### src/rtl/core/sca_pkg.sv
package sca_pkg;

	// request codes
	localparam logic CMD_SCAN = 1'b0;
	localparam logic CMD_READ = 1'b1;

	// set-1 scancodes of the modifier keys
	localparam logic [6:0] SC_LSHIFT = 7'h2A;
	localparam logic [6:0] SC_RSHIFT = 7'h36;
	localparam logic [6:0] SC_CTRL   = 7'h1D;
	localparam logic [6:0] SC_ALT    = 7'h38;

	localparam int unsigned CHAR_W = 7;

	localparam logic [CHAR_W-1:0] CH_CARET = 7'h5E;
	localparam logic [CHAR_W-1:0] CH_LOW_A = 7'h61;
	localparam logic [CHAR_W-1:0] CH_LOW_Z = 7'h7A;
	localparam logic [CHAR_W-1:0] CH_UP_A  = 7'h41;
	localparam logic [CHAR_W-1:0] CH_UP_Z  = 7'h5A;
	localparam logic [CHAR_W-1:0] CH_CASE  = 7'h20;

	typedef struct packed {
		logic shift;
		logic ctrl;
		logic alt;
	} mods_t;

	typedef enum logic [1:0] {
		PUSH_NONE,
		PUSH_ONE,
		PUSH_CARET
	} push_t;

	typedef struct packed {
		mods_t              mods;
		push_t              push;
		logic [CHAR_W-1:0]  ch;
	} dec_t;

	function automatic logic [CHAR_W-1:0] plain_char(input logic [6:0] idx);
		logic [CHAR_W-1:0] c;
		case (idx)
			7'h01: c = 7'h1B;
			7'h02: c = 7'h31;
			7'h03: c = 7'h32;
			7'h04: c = 7'h33;
			7'h05: c = 7'h34;
			7'h06: c = 7'h35;
			7'h07: c = 7'h36;
			7'h08: c = 7'h37;
			7'h09: c = 7'h38;
			7'h0A: c = 7'h39;
			7'h0B: c = 7'h30;
			7'h0C: c = 7'h2D;
			7'h0D: c = 7'h3D;
			7'h0E: c = 7'h08;
			7'h0F: c = 7'h09;
			7'h10: c = 7'h71;
			7'h11: c = 7'h77;
			7'h12: c = 7'h65;
			7'h13: c = 7'h72;
			7'h14: c = 7'h74;
			7'h15: c = 7'h79;
			7'h16: c = 7'h75;
			7'h17: c = 7'h69;
			7'h18: c = 7'h6F;
			7'h19: c = 7'h70;
			7'h1A: c = 7'h5B;
			7'h1B: c = 7'h5D;
			7'h1C: c = 7'h0A;
			7'h1E: c = 7'h61;
			7'h1F: c = 7'h73;
			7'h20: c = 7'h64;
			7'h21: c = 7'h66;
			7'h22: c = 7'h67;
			7'h23: c = 7'h68;
			7'h24: c = 7'h6A;
			7'h25: c = 7'h6B;
			7'h26: c = 7'h6C;
			7'h27: c = 7'h3B;
			7'h28: c = 7'h27;
			7'h29: c = 7'h60;
			7'h2B: c = 7'h5C;
			7'h2C: c = 7'h7A;
			7'h2D: c = 7'h78;
			7'h2E: c = 7'h63;
			7'h2F: c = 7'h76;
			7'h30: c = 7'h62;
			7'h31: c = 7'h6E;
			7'h32: c = 7'h6D;
			7'h33: c = 7'h2C;
			7'h34: c = 7'h2E;
			7'h35: c = 7'h2F;
			7'h37: c = 7'h2A;
			7'h39: c = 7'h20;
			default: c = '0;
		endcase
		return c;
	endfunction

	function automatic logic [CHAR_W-1:0] shift_char(input logic [6:0] idx);
		logic [CHAR_W-1:0] c;
		case (idx)
			7'h01: c = 7'h1B;
			7'h02: c = 7'h21;
			7'h03: c = 7'h40;
			7'h04: c = 7'h23;
			7'h05: c = 7'h24;
			7'h06: c = 7'h25;
			7'h07: c = 7'h5E;
			7'h08: c = 7'h26;
			7'h09: c = 7'h2A;
			7'h0A: c = 7'h28;
			7'h0B: c = 7'h29;
			7'h0C: c = 7'h5F;
			7'h0D: c = 7'h2B;
			7'h0E: c = 7'h08;
			7'h0F: c = 7'h09;
			7'h10: c = 7'h51;
			7'h11: c = 7'h57;
			7'h12: c = 7'h45;
			7'h13: c = 7'h52;
			7'h14: c = 7'h54;
			7'h15: c = 7'h59;
			7'h16: c = 7'h55;
			7'h17: c = 7'h49;
			7'h18: c = 7'h4F;
			7'h19: c = 7'h50;
			7'h1A: c = 7'h7B;
			7'h1B: c = 7'h7D;
			7'h1C: c = 7'h0A;
			7'h1E: c = 7'h41;
			7'h1F: c = 7'h53;
			7'h20: c = 7'h44;
			7'h21: c = 7'h46;
			7'h22: c = 7'h47;
			7'h23: c = 7'h48;
			7'h24: c = 7'h4A;
			7'h25: c = 7'h4B;
			7'h26: c = 7'h4C;
			7'h27: c = 7'h3A;
			7'h28: c = 7'h22;
			7'h29: c = 7'h7E;
			7'h2B: c = 7'h7C;
			7'h2C: c = 7'h5A;
			7'h2D: c = 7'h58;
			7'h2E: c = 7'h43;
			7'h2F: c = 7'h56;
			7'h30: c = 7'h42;
			7'h31: c = 7'h4E;
			7'h32: c = 7'h4D;
			7'h33: c = 7'h3C;
			7'h34: c = 7'h3E;
			7'h35: c = 7'h3F;
			7'h37: c = 7'h2A;
			7'h39: c = 7'h20;
			default: c = '0;
		endcase
		return c;
	endfunction

endpackage

### src/rtl/core/sca_ram.sv
module sca_ram #(
	parameter int unsigned WIDTH = 7,
	parameter int unsigned DEPTH = 256
) (
	input  logic                     clk,
	input  logic                     we,
	input  logic [$clog2(DEPTH)-1:0] waddr,
	input  logic [WIDTH-1:0]         wdata,
	input  logic                     re,
	input  logic [$clog2(DEPTH)-1:0] raddr,
	output logic [WIDTH-1:0]         rdata
);

	logic [WIDTH-1:0] mem_q [DEPTH];

	always_ff @(posedge clk) begin
		if (we) begin
			mem_q[waddr] <= wdata;
		end
		if (re) begin
			rdata <= mem_q[raddr];
		end
	end

endmodule

### src/rtl/core/sca_decode.sv
module sca_decode (
	input  logic [7:0]     code,
	input  sca_pkg::mods_t mods,
	output sca_pkg::dec_t  dec
);

	logic [6:0]                   base;
	logic [sca_pkg::CHAR_W-1:0]   look;
	logic [sca_pkg::CHAR_W-1:0]   upper;

	assign base = code[6:0];

	always_comb begin
		look  = mods.shift ? sca_pkg::shift_char(base) : sca_pkg::plain_char(base);
		upper = look;
		if (look inside {[sca_pkg::CH_LOW_A:sca_pkg::CH_LOW_Z]}) begin
			upper = look - sca_pkg::CH_CASE;
		end

		dec.mods = mods;
		dec.push = sca_pkg::PUSH_NONE;
		dec.ch   = look;

		if (code[7]) begin
			// release: only modifiers matter
			if (base == sca_pkg::SC_LSHIFT || base == sca_pkg::SC_RSHIFT) begin
				dec.mods.shift = 1'b0;
			end else if (base == sca_pkg::SC_CTRL) begin
				dec.mods.ctrl = 1'b0;
			end else if (base == sca_pkg::SC_ALT) begin
				dec.mods.alt = 1'b0;
			end
		end else if (base == sca_pkg::SC_LSHIFT || base == sca_pkg::SC_RSHIFT) begin
			dec.mods.shift = 1'b1;
		end else if (base == sca_pkg::SC_CTRL) begin
			dec.mods.ctrl = 1'b1;
		end else if (base == sca_pkg::SC_ALT) begin
			dec.mods.alt = 1'b1;
		end else if (look != '0) begin
			if (mods.ctrl) begin
				// ctrl-letter becomes caret plus capital
				dec.ch = upper;
				if (upper inside {[sca_pkg::CH_UP_A:sca_pkg::CH_UP_Z]}) begin
					dec.push = sca_pkg::PUSH_CARET;
				end
			end else if (!mods.alt) begin
				dec.push = sca_pkg::PUSH_ONE;
			end
		end
	end

endmodule

### src/rtl/core/scancode_to_ascii_fifo.sv
// PS/2 set-1 scancode to ASCII converter with a character queue
//
// input channel (in_valid/in_ready): one request per handshake, cmd selects
// a scancode event or a read of one character; scancode is ignored on a read
// output channel (out_valid/out_ready): exactly one result per request, in
// order: char_out (popped character, 0 on an event or an empty queue),
// fifo_count (characters held afterwards) and dropped (a push was lost)
// each request is registered in the request stage, its result in the output
// register; a ctrl-letter stays in the request stage while it writes caret and
// capital in turn through the single write port of the character store
// throughput: one request per cycle, except during a stall or a caret write
// the queue holds at most FIFO_DEPTH-1 characters; a push into a full queue
// is lost and flagged
// reset: read and write pointers and the modifier flags clear at once; the
// store needs no clearing pass, an entry is read only after it was written
// receiver stall: the result waits in the output register, the stage before it
// still takes one request; in_ready falls when both are full or a caret is written
module scancode_to_ascii_fifo #(
	parameter int unsigned FIFO_DEPTH = 256
) (
	input  logic       clk,
	input  logic       arst_n,
	input  logic       in_valid,
	output logic       in_ready,
	input  logic       cmd,
	input  logic [7:0] scancode,
	output logic       out_valid,
	input  logic       out_ready,
	output logic [6:0] char_out,
	output logic [7:0] fifo_count,
	output logic       dropped
);

	localparam int unsigned PW = $clog2(FIFO_DEPTH);
	localparam int unsigned XW = (PW > 8) ? PW : 8;

	// request stage
	logic       s1_valid_q;
	logic       cmd_s1;
	logic [7:0] code_s1;
	logic       phase_q;   // caret already handled for a ctrl-letter
	logic       lost_q;    // caret push was lost

	// queue and modifier state
	logic [PW-1:0]  rd_q;
	logic [PW-1:0]  wr_q;
	sca_pkg::mods_t mods_q;

	// result stage
	logic          pop_s2;
	logic [7:0]    count_s2;
	logic          lost_s2;
	logic [6:0]    rdata;

	sca_pkg::dec_t dec;

	logic          s2_free;
	logic          s1_go;
	logic          caret_first;
	logic          s1_adv;
	logic          push_req;
	logic          full;
	logic          empty;
	logic          do_push;
	logic          do_pop;
	logic          lost_now;
	logic [6:0]    wdata;
	logic [PW-1:0] rd_inc;
	logic [PW-1:0] wr_inc;
	logic [PW-1:0] rd_n;
	logic [PW-1:0] wr_n;
	logic [PW:0]   diff;
	logic [PW:0]   level;
	logic [XW-1:0] level_x;
	logic [7:0]    count_n;

	sca_decode u_decode (
		.code (code_s1),
		.mods (mods_q),
		.dec  (dec)
	);

	// pointer arithmetic, wrap at the queue depth
	assign rd_inc = (rd_q == PW'(FIFO_DEPTH - 1)) ? '0 : rd_q + PW'(1);
	assign wr_inc = (wr_q == PW'(FIFO_DEPTH - 1)) ? '0 : wr_q + PW'(1);
	assign full   = (wr_inc == rd_q);
	assign empty  = (rd_q == wr_q);

	// handshakes
	assign s2_free     = !out_valid || out_ready;
	assign s1_go       = s1_valid_q && s2_free;
	assign caret_first = (cmd_s1 == sca_pkg::CMD_SCAN) && (dec.push == sca_pkg::PUSH_CARET)
		&& !phase_q;
	assign s1_adv      = s1_go && !caret_first;
	assign in_ready    = !s1_valid_q || s1_adv;

	// store access
	assign push_req = s1_go && (cmd_s1 == sca_pkg::CMD_SCAN)
		&& (dec.push == sca_pkg::PUSH_ONE || dec.push == sca_pkg::PUSH_CARET);
	assign do_push  = push_req && !full;
	assign lost_now = push_req && full;
	assign do_pop   = s1_go && (cmd_s1 == sca_pkg::CMD_READ) && !empty;
	assign wdata    = caret_first ? sca_pkg::CH_CARET : dec.ch;

	assign rd_n = do_pop  ? rd_inc : rd_q;
	assign wr_n = do_push ? wr_inc : wr_q;

	// level after this step, saturating at the width of fifo_count
	always_comb begin
		diff    = {1'b0, wr_n} - {1'b0, rd_n};
		level   = diff[PW] ? diff + (PW + 1)'(FIFO_DEPTH) : diff;
		level_x = XW'(level[PW-1:0]);
		count_n = (level_x > XW'(255)) ? 8'hFF : level_x[7:0];
	end

	sca_ram #(
		.WIDTH (sca_pkg::CHAR_W),
		.DEPTH (FIFO_DEPTH)
	) u_store (
		.clk   (clk),
		.we    (do_push),
		.waddr (wr_q),
		.wdata (wdata),
		.re    (do_pop),
		.raddr (rd_q),
		.rdata (rdata)
	);

	// control state
	always_ff @(posedge clk or negedge arst_n) begin
		if (!arst_n) begin
			s1_valid_q <= 1'b0;
			phase_q    <= 1'b0;
			lost_q     <= 1'b0;
			rd_q       <= '0;
			wr_q       <= '0;
			mods_q     <= '0;
			out_valid  <= 1'b0;
		end else begin
			if (in_ready) begin
				s1_valid_q <= in_valid;
			end
			if (s1_go) begin
				rd_q <= rd_n;
				wr_q <= wr_n;
				if (caret_first) begin
					phase_q <= 1'b1;
					lost_q  <= lost_now;
				end else begin
					phase_q <= 1'b0;
					lost_q  <= 1'b0;
				end
				if (cmd_s1 == sca_pkg::CMD_SCAN) begin
					mods_q <= dec.mods;
				end
			end
			if (s2_free) begin
				out_valid <= s1_adv;
			end
		end
	end

	// payload registers
	always_ff @(posedge clk) begin
		if (in_valid && in_ready) begin
			cmd_s1  <= cmd;
			code_s1 <= scancode;
		end
		if (s1_adv) begin
			pop_s2   <= do_pop;
			count_s2 <= count_n;
			lost_s2  <= lost_now || (phase_q && lost_q);
		end
	end

	// read data stays in the store's output register while the result waits
	assign char_out   = pop_s2 ? rdata : '0;
	assign fifo_count = count_s2;
	assign dropped    = lost_s2;

	// a ctrl-letter only sits in its second half while its request is held
	a_phase_held: assert property (@(posedge clk) disable iff (!arst_n)
		phase_q |-> s1_valid_q)
		else $error("caret phase without a held request");

	// a caret phase never outlives the request it belongs to
	a_phase_done: assert property (@(posedge clk) disable iff (!arst_n)
		s1_adv |=> !phase_q)
		else $error("caret phase survived its request");

	// a result never both pops a character and reports a lost push
	a_pop_xor_drop: assert property (@(posedge clk) disable iff (!arst_n)
		out_valid && dropped |-> char_out == '0)
		else $error("dropped push reported on a read");

	// the queue never appears to hold FIFO_DEPTH characters
	a_no_overfill: assert property (@(posedge clk) disable iff (!arst_n)
		do_push |-> wr_inc != rd_q)
		else $error("push into a full queue");

endmodule

### config.mk
export PLATFORM = sky130hd
export DESIGN_NAME = scancode_to_ascii_fifo
export DESIGN_NICKNAME = d
export VERILOG_FILES = /design/src/rtl/core/sca_pkg.sv /design/src/rtl/core/sca_ram.sv /design/src/rtl/core/sca_decode.sv /design/src/rtl/core/scancode_to_ascii_fifo.sv
export SDC_FILE = /design/constraint.sdc
export NUM_CORES = 2
export LEC_CHECK = 0
export BUFFER_PORTS_ARGS = -buffer_cell sky130_fd_sc_hd__buf_2
export CAP_MARGIN = 30
export CORE_MARGIN = 1
export CORE_UTILIZATION = 35
export DETAILED_ROUTE_END_ITERATION = 12
export PLACE_DENSITY_LB_ADDON = 0.15
export SYNTH_ARGS = -nofsm -noshare
export SYNTH_HDL_FRONTEND = slang
export SYNTH_SLANG_ARGS = --single-unit
### constraint.sdc
create_clock -name clk -period 20.1 [get_ports clk]
set_clock_uncertainty 0.1 [all_clocks]
set_input_delay 5.025 -clock clk [delete_from_list [all_inputs] [get_ports clk]]
set_output_delay 5.025 -clock clk [all_outputs]
set_load 0.1 [all_outputs]
# Word level (Yosys, flattened, before mapping)
# Memory sizes are Yosys's and may differ from the RTL's. A register that Yosys moved wholly into a read port is not among the register bits.
# Cells that the tools add are included.
# totals
regBits,42
ramBits,1792
mem_bits_ro,896
inputBits,13
out_inout_bits,18
word_cells,104
n_memories,3
# op_classes
addsub,5
n_lt_le_gt_ge,5
eq_ne,10
muxes,35
bitwise,3
n_reduce_logical,29
# mem_list
memory,words,width,rd,rd_ports_with_merged_regs,wr,line,text
u_store.mem_q,256,7,1,1,1,sca_ram.sv:14,logic [WIDTH-1:0] mem_q [DEPTH];
(no name shown),64,7,1,1,0,sca_pkg.sv:103,case (idx)
(no name shown),64,7,1,1,0,sca_pkg.sv:42,case (idx)
# ops
cell,n
$mux 7,7
$mux 8,5
$mux 9,3
$add 8x1->8 const B,3
$eq 7x6->1 const B,3
$eq 8x8->1,2
$eq 8x8->1 const B,2
$ge 7x7->1 const B,2
$le 7x7->1 const B,2
$logic_and 1x1->1,14
$mux 1,12
$mux 6,2
$mux 11,1
$mux 10,1
$sub 8x8->9,1
$gt 8x8->1 const B,1
$eq 7x5->1 const B,1
$reduce_bool 7->1,1
$sub 7x6->7 const B,1
$logic_not 1->1,6
$mux 2,3
$logic_or 1x1->1,5
$reduce_and 5->1,1
$reduce_and 4->1,1
5 further kinds,7

# Longest topological paths before layout
# logic_depth
word_depth,23
depth_mapped,23
mapped_depth_nobuf,20

# By module
# From an unflattened synthesis, not the netlist that was laid out.
# unflattened
hier_cells,3854
hier_area_um2,74413.9
# modules_own_cells
module,instances,cells_per_inst,area_per_inst_um2,seq_area_each_um2
sca_ram,1,3381,70267.4,54021.8
scancode_to_ascii_fifo,1,244,2603.7,1146.1
sca_decode,1,229,1542.7,0.0

# Least setup slack after synthesis
# OpenSTA, ideal clock, no wires.
# synth_timing
kind,flip-flop to flip-flop
from,register mods_q[2] in the netlist's numbering
to,"memory u_store.mem_q[0][0], data pin"
setup_ps,2100
t_arrival_ps,12060
required_ps,17900
path_slack_ps,5840
stages_incl_launch_ff,11
path_buffers,2
period_less_slack_ps,14260
cell_sequence,dfrtp_1 -> clkbuf_1 -> buf_2 -> nor3_1 -> a211oi_1 -> nor3_1 -> or4b_2 -> ha_1 -> nor2b_1 -> nor2b_1 -> nor3_1
# synth_between
elab_chain_len,17
elab_cells_between_ends,22
cone_classes,add/sub: 1; order compare: 4; eq/ne: 1; mux: 11; reduce/logical: 5
# synth_lines
item,line,text
"start, declared",scancode_to_ascii_fifo.sv:47,sca_pkg::mods_t mods_q;
"start signal, assigned",scancode_to_ascii_fifo.sv:154,mods_q <= dec.mods;
$mux 7 (*),sca_decode.sv:14,look = mods.shift ? sca_pkg::shift_char(base) : sca_pkg::plain_char(base);
$ge 7x7->1 or $le 7x7->1 (tied branches),sca_decode.sv:16,if (look inside {[sca_pkg::CH_LOW_A:sca_pkg::CH_LOW_Z]}) begin
$logic_and 1x1->1,sca_decode.sv:16,
$mux 7,sca_decode.sv:16,
$ge 7x7->1 or $le 7x7->1 (tied branches),sca_decode.sv:43,if (upper inside {[sca_pkg::CH_UP_A:sca_pkg::CH_UP_Z]}) begin
$logic_and 1x1->1,sca_decode.sv:43,
$mux 2,sca_decode.sv:43,
$mux 2,sca_decode.sv:40,if (mods.ctrl) begin
[... 2 more ...],-,
$mux 10,sca_decode.sv:35,end else if (base == sca_pkg::SC_CTRL) begin
$mux 11,sca_decode.sv:33,end else if (base == sca_pkg::SC_LSHIFT || base == sca_pkg::SC_RSHIFT) begin
$mux 9 (*),sca_decode.sv:24,if (code[7]) begin
$eq 2x2->1,scancode_to_ascii_fifo.sv:92,assign caret_first = (cmd_s1 == sca_pkg::CMD_SCAN) && (dec.push == sca_pkg::PUSH_CARET)
$logic_and 1x1->1,scancode_to_ascii_fifo.sv:92,
$logic_and 1x1->1,scancode_to_ascii_fifo.sv:93,&& !phase_q;
$mux 7 (*),scancode_to_ascii_fifo.sv:103,assign wdata = caret_first ? sca_pkg::CH_CARET : dec.ch;
via u_store.wdata[0],sca_ram.sv:8,"input logic [WIDTH-1:0] wdata,"
"end, declared",sca_ram.sv:14,
# The timed path passes the listed nets; every way through them passes the cells marked *. The select of a mux whose other input is x is not followed.

# Worst setup path after layout
# layout_timing
from,input out_ready
to,output in_ready
# layout_between
elab_chain_len,4
# layout_lines
item,line,text
"start, declared",scancode_to_ascii_fifo.sv:28,"input logic out_ready,"
$logic_or 1x1->1,scancode_to_ascii_fifo.sv:90,assign s2_free = !out_valid || out_ready;
$logic_and 1x1->1,scancode_to_ascii_fifo.sv:91,assign s1_go = s1_valid_q && s2_free;
$logic_and 1x1->1,scancode_to_ascii_fifo.sv:94,assign s1_adv = s1_go && !caret_first;
$logic_or 1x1->1,scancode_to_ascii_fifo.sv:95,assign in_ready = !s1_valid_q || s1_adv;
"end, declared",scancode_to_ascii_fifo.sv:24,"output logic in_ready,"
# Every way passes these cells.

==> flow_metrics.py <==
metrics = {
    "logic_synthesis": {
        "yosysUniqueCellTypes": 82,
        "syn-instance-count": 4113,
        "ys_seq_area_share_pct": 74.0,
        "ys_ff_latch": 1855,
        "ys_top_cells_by_area": "edfxtp_1 (73%), mux4_2 (8.9%), mux2i_1 (4.4%)",
        "syn_nets": 4153,
        "syn-mean-instance-area_sq_um": 18.2,
        "syn_area_sq_um": 74900,
        "synth_top_area_cell": "edfxtp_1",
        "synthArstFlopShare_pct": 1.24,
        "ys_warn_count": 0,
        "synth-edff-count": 1818,
        "synthFlopType": "edfxtp_1",
        "synth_top_cell_area_share_pct": 72.9,
    },
    "cts": {
        "cts.clk_slew.worst_paths_ns": 0.06,
        "cts.path.max_buffers": 3,
        "cts-root-buf": "clkbuf_16",
        "ctsHoldBuffers": 0,
        "cts_tree": "yes",
        "clk_latency_ns": 0.84,
        "cts_resized": 0,
        "post_cts_buffers": 0,
        "cts_buffers": 193,
        "clock-sinks": 1855,
        "htreeDepth": 4,
    },
    "grt": {
        "grt.overflow.total": 0,
        "antenna_found_initial": 13,
        "grt_pass1_vias": 39900,
        "grt_start_max_net_pins": 205,
        "grt_pass1_wl_um": 301000,
        "grt_usage_pct": 19.5,
    },
    "die": {
        "rows": 169,
        "pin_count": 31,
        "start_util_pct": 35.3,
        "die_h_um": 465,
        "die_w_um": 465,
        "core_sq_um": 212000,
        "die_area_sq_um": 216000,
    },
    "placement": {
        "dp.cells": 6794,
        "dp_hpwl_um": 124000,
        "post-place-ws_ns": 9.17,
        "place_area_sq_um": 78300,
        "place.gp.congestion": 0.802,
        "io_buffers": 30,
    },
    "flow_run": {
        "maxCapViolations": 0,
    },
    "power": {
        "total_power_mw": 10.8,
        "power_density_nw_per_um2": 128,
        "p_leak_nw": 26.5,
        "ir_drop_uv": 109,
    },
    "final_layout": {
        "stdcell_count": 7155,
        "fin_util_pct": 39.8,
        "finalNetCount": 4212,
        "final_common_cell": "edfxtp_1",
        "final_area_sq_um": 84400,
        "fillCellCount": 19200,
        "drive_gt1_share_pct": 17.4,
        "syn_to_final_growth_pct": 12.7,
        "mostFrequentLayoutCells": "edfxtp_1 (1,818), nor2_1 (331), mux2i_1 (329), mux4_2 (296), clkbuf_16 (201)",
    },
    "outcome": {
        "status": "complete, no violations",
    },
    "detailed_routing": {
        "dr.first_iter.drc_count": 3470,
        "met1Wirelength_um": 93800,
        "via_per_inst": 5.51,
        "dr.pass1.iters": 6,
        "routed-wl-met2_um": 101000,
        "ant_nets": 0,
        "top_layer": "met5",
        "drc": 0,
        "num_vias": 39400,
        "wl_met3_um": 11700,
        "wl_per_cell_um": 29.6,
        "drt_wl_total_um": 212000,
    },
    "critical_path": {
        "timing.critical_path.cells": "buf_2, nand3b_1, and2_1, buf_2",
        "worstPathRequired_ns": 14.98,
        "reg2regPathDepth": 20,
        "critPathKind": "in2out",
        "cp_max_fo": 2,
        "crit_path_max_incr_delay_ns": 0.43,
        "cp-start-kind": "primary input",
        "worst_setup_path_end_kind": "output pin",
        "cp_data_arrival_time_ns": 5.81,
        "slowest_stage": "buf_2",
        "cp_common_cell": "buf_2",
    },
    "sta": {
        "hold_ws_ns": 0.405,
        "rsz0062_at_grt": "false",
        "clock.fmax_mhz": 91.5,
        "worst_slack_ns": 9.17,
        "hold_viol_final": 0,
        "period_share_pct": 54.4,
        "slew_violations": 0,
        "min_period_ns": 10.93,
        "slew_headroom_pct": 6.38,
        "finalSetupViolCount": 0,
        "worst_pin_slew_ns": 1.40,
        "setup_tns_ns": 0,
    },
    "hold_path": {
        "hold_class": "reg2reg",
        "hold-path-cell-count": 1,
    },
}
[area by class of cell]
| class | instances | area [sq um] | share of cell area [%] |
|---|---|---|---|
| clock buffer | 241 | 5190 | 6.15 |
| sequential | 1855 | 55500 | 65.7 |
| clock inverter | 110 | 828 | 0.981 |
| antenna | 6 | 15.0 | 0.0178 |
| timing repair buffer | 123 | 1100 | 1.31 |
| tap | 2821 | 3530 | 4.18 |
| multi-input combinational | 1972 | 18200 | 21.5 |
| inverter | 27 | 106 | 0.126 |
[flip-flops by register name, indices dropped and copies added (netlist names), 3 cells and up, named ones only]
register,count
code_s1,8
fifo_count,8
mods_q,3
rd_q,8
u_store.mem_q,1792
u_store.rdata,7
wr_q,8
[worst max-delay path: cells and delay by family]
kind / cells / cell delay (ns)
and+or+nand+nor: 2 / 0.26
buffers and inverters: 2 / 0.52
[report_power, final]
part | total, mW | internal [mW] | switching [mW]
Clock | 3.46 | 1.97 | 1.49
Combinational | 2.79 | 0.977 | 1.81
Sequential | 4.56 | 4.48 | 0.0803
[synthesized netlist by cell type, types with 9 or more instances]
cell type / n
nor4_1: 28
dfxtp_1: 14
o221ai_1: 118
nor2b_1: 16
o32ai_1: 9
and2_1: 19
mux2i_1: 330
nand2b_1: 10
inv_1: 25
buf_2: 42
buf_4: 65
o211ai_1: 10
mux4_2: 296
o31ai_1: 10
xnor2_1: 18
or3_1: 9
nor2_1: 332
edfxtp_1: 1818
nand4_1: 14
o21ai_0: 72
clkbuf_1: 115
mux2_2: 25
nand3_4: 9
dfrtp_1: 23
a21oi_1: 122
o22ai_1: 80
nand2_1: 111
a22oi_1: 25
ha_1: 26
nor3_1: 99
o21a_1: 9
nand3_1: 38
buf_1: 29
a211oi_1: 19
[layer usage]
metal / vias up / GRT usage, %
met5: - / 0
met4: 2 / 5.44
met3: 271 / 3.21
met2: 1173 / 31.1
met1: 21000 / 27.4
li1: 16900 / -
[cell families (layout without fill, tap and decap cells)]
kind of cell,after synthesis,in the layout,synth area share [%]
compound gates,548,548,5.07
flops,1855,1855,74.0
xor+xnor,26,26,0.314
fa+ha+maj,27,27,0.461
buf+inv,286,501,1.92
mux,651,651,13.7
simple gates,720,720,4.54
other cells,0,6,0
[path summary, 6_finish.rpt]
check / startpoint / slack [ns] / to
worst max register to register: mods_q[2] / 13.81 / fifo_count[7]
worst min-delay path: lost_q / 0.40 / lost_q
min in group asynchronous: arst_n / 4.11 / s1_valid_q
max in group asynchronous: arst_n / 15.32 / rd_q[3]
worst min register to register: lost_q / 0.40 / lost_q
worst max-delay path: out_ready / 9.17 / in_ready
Power figures use the tool's default switching activity.
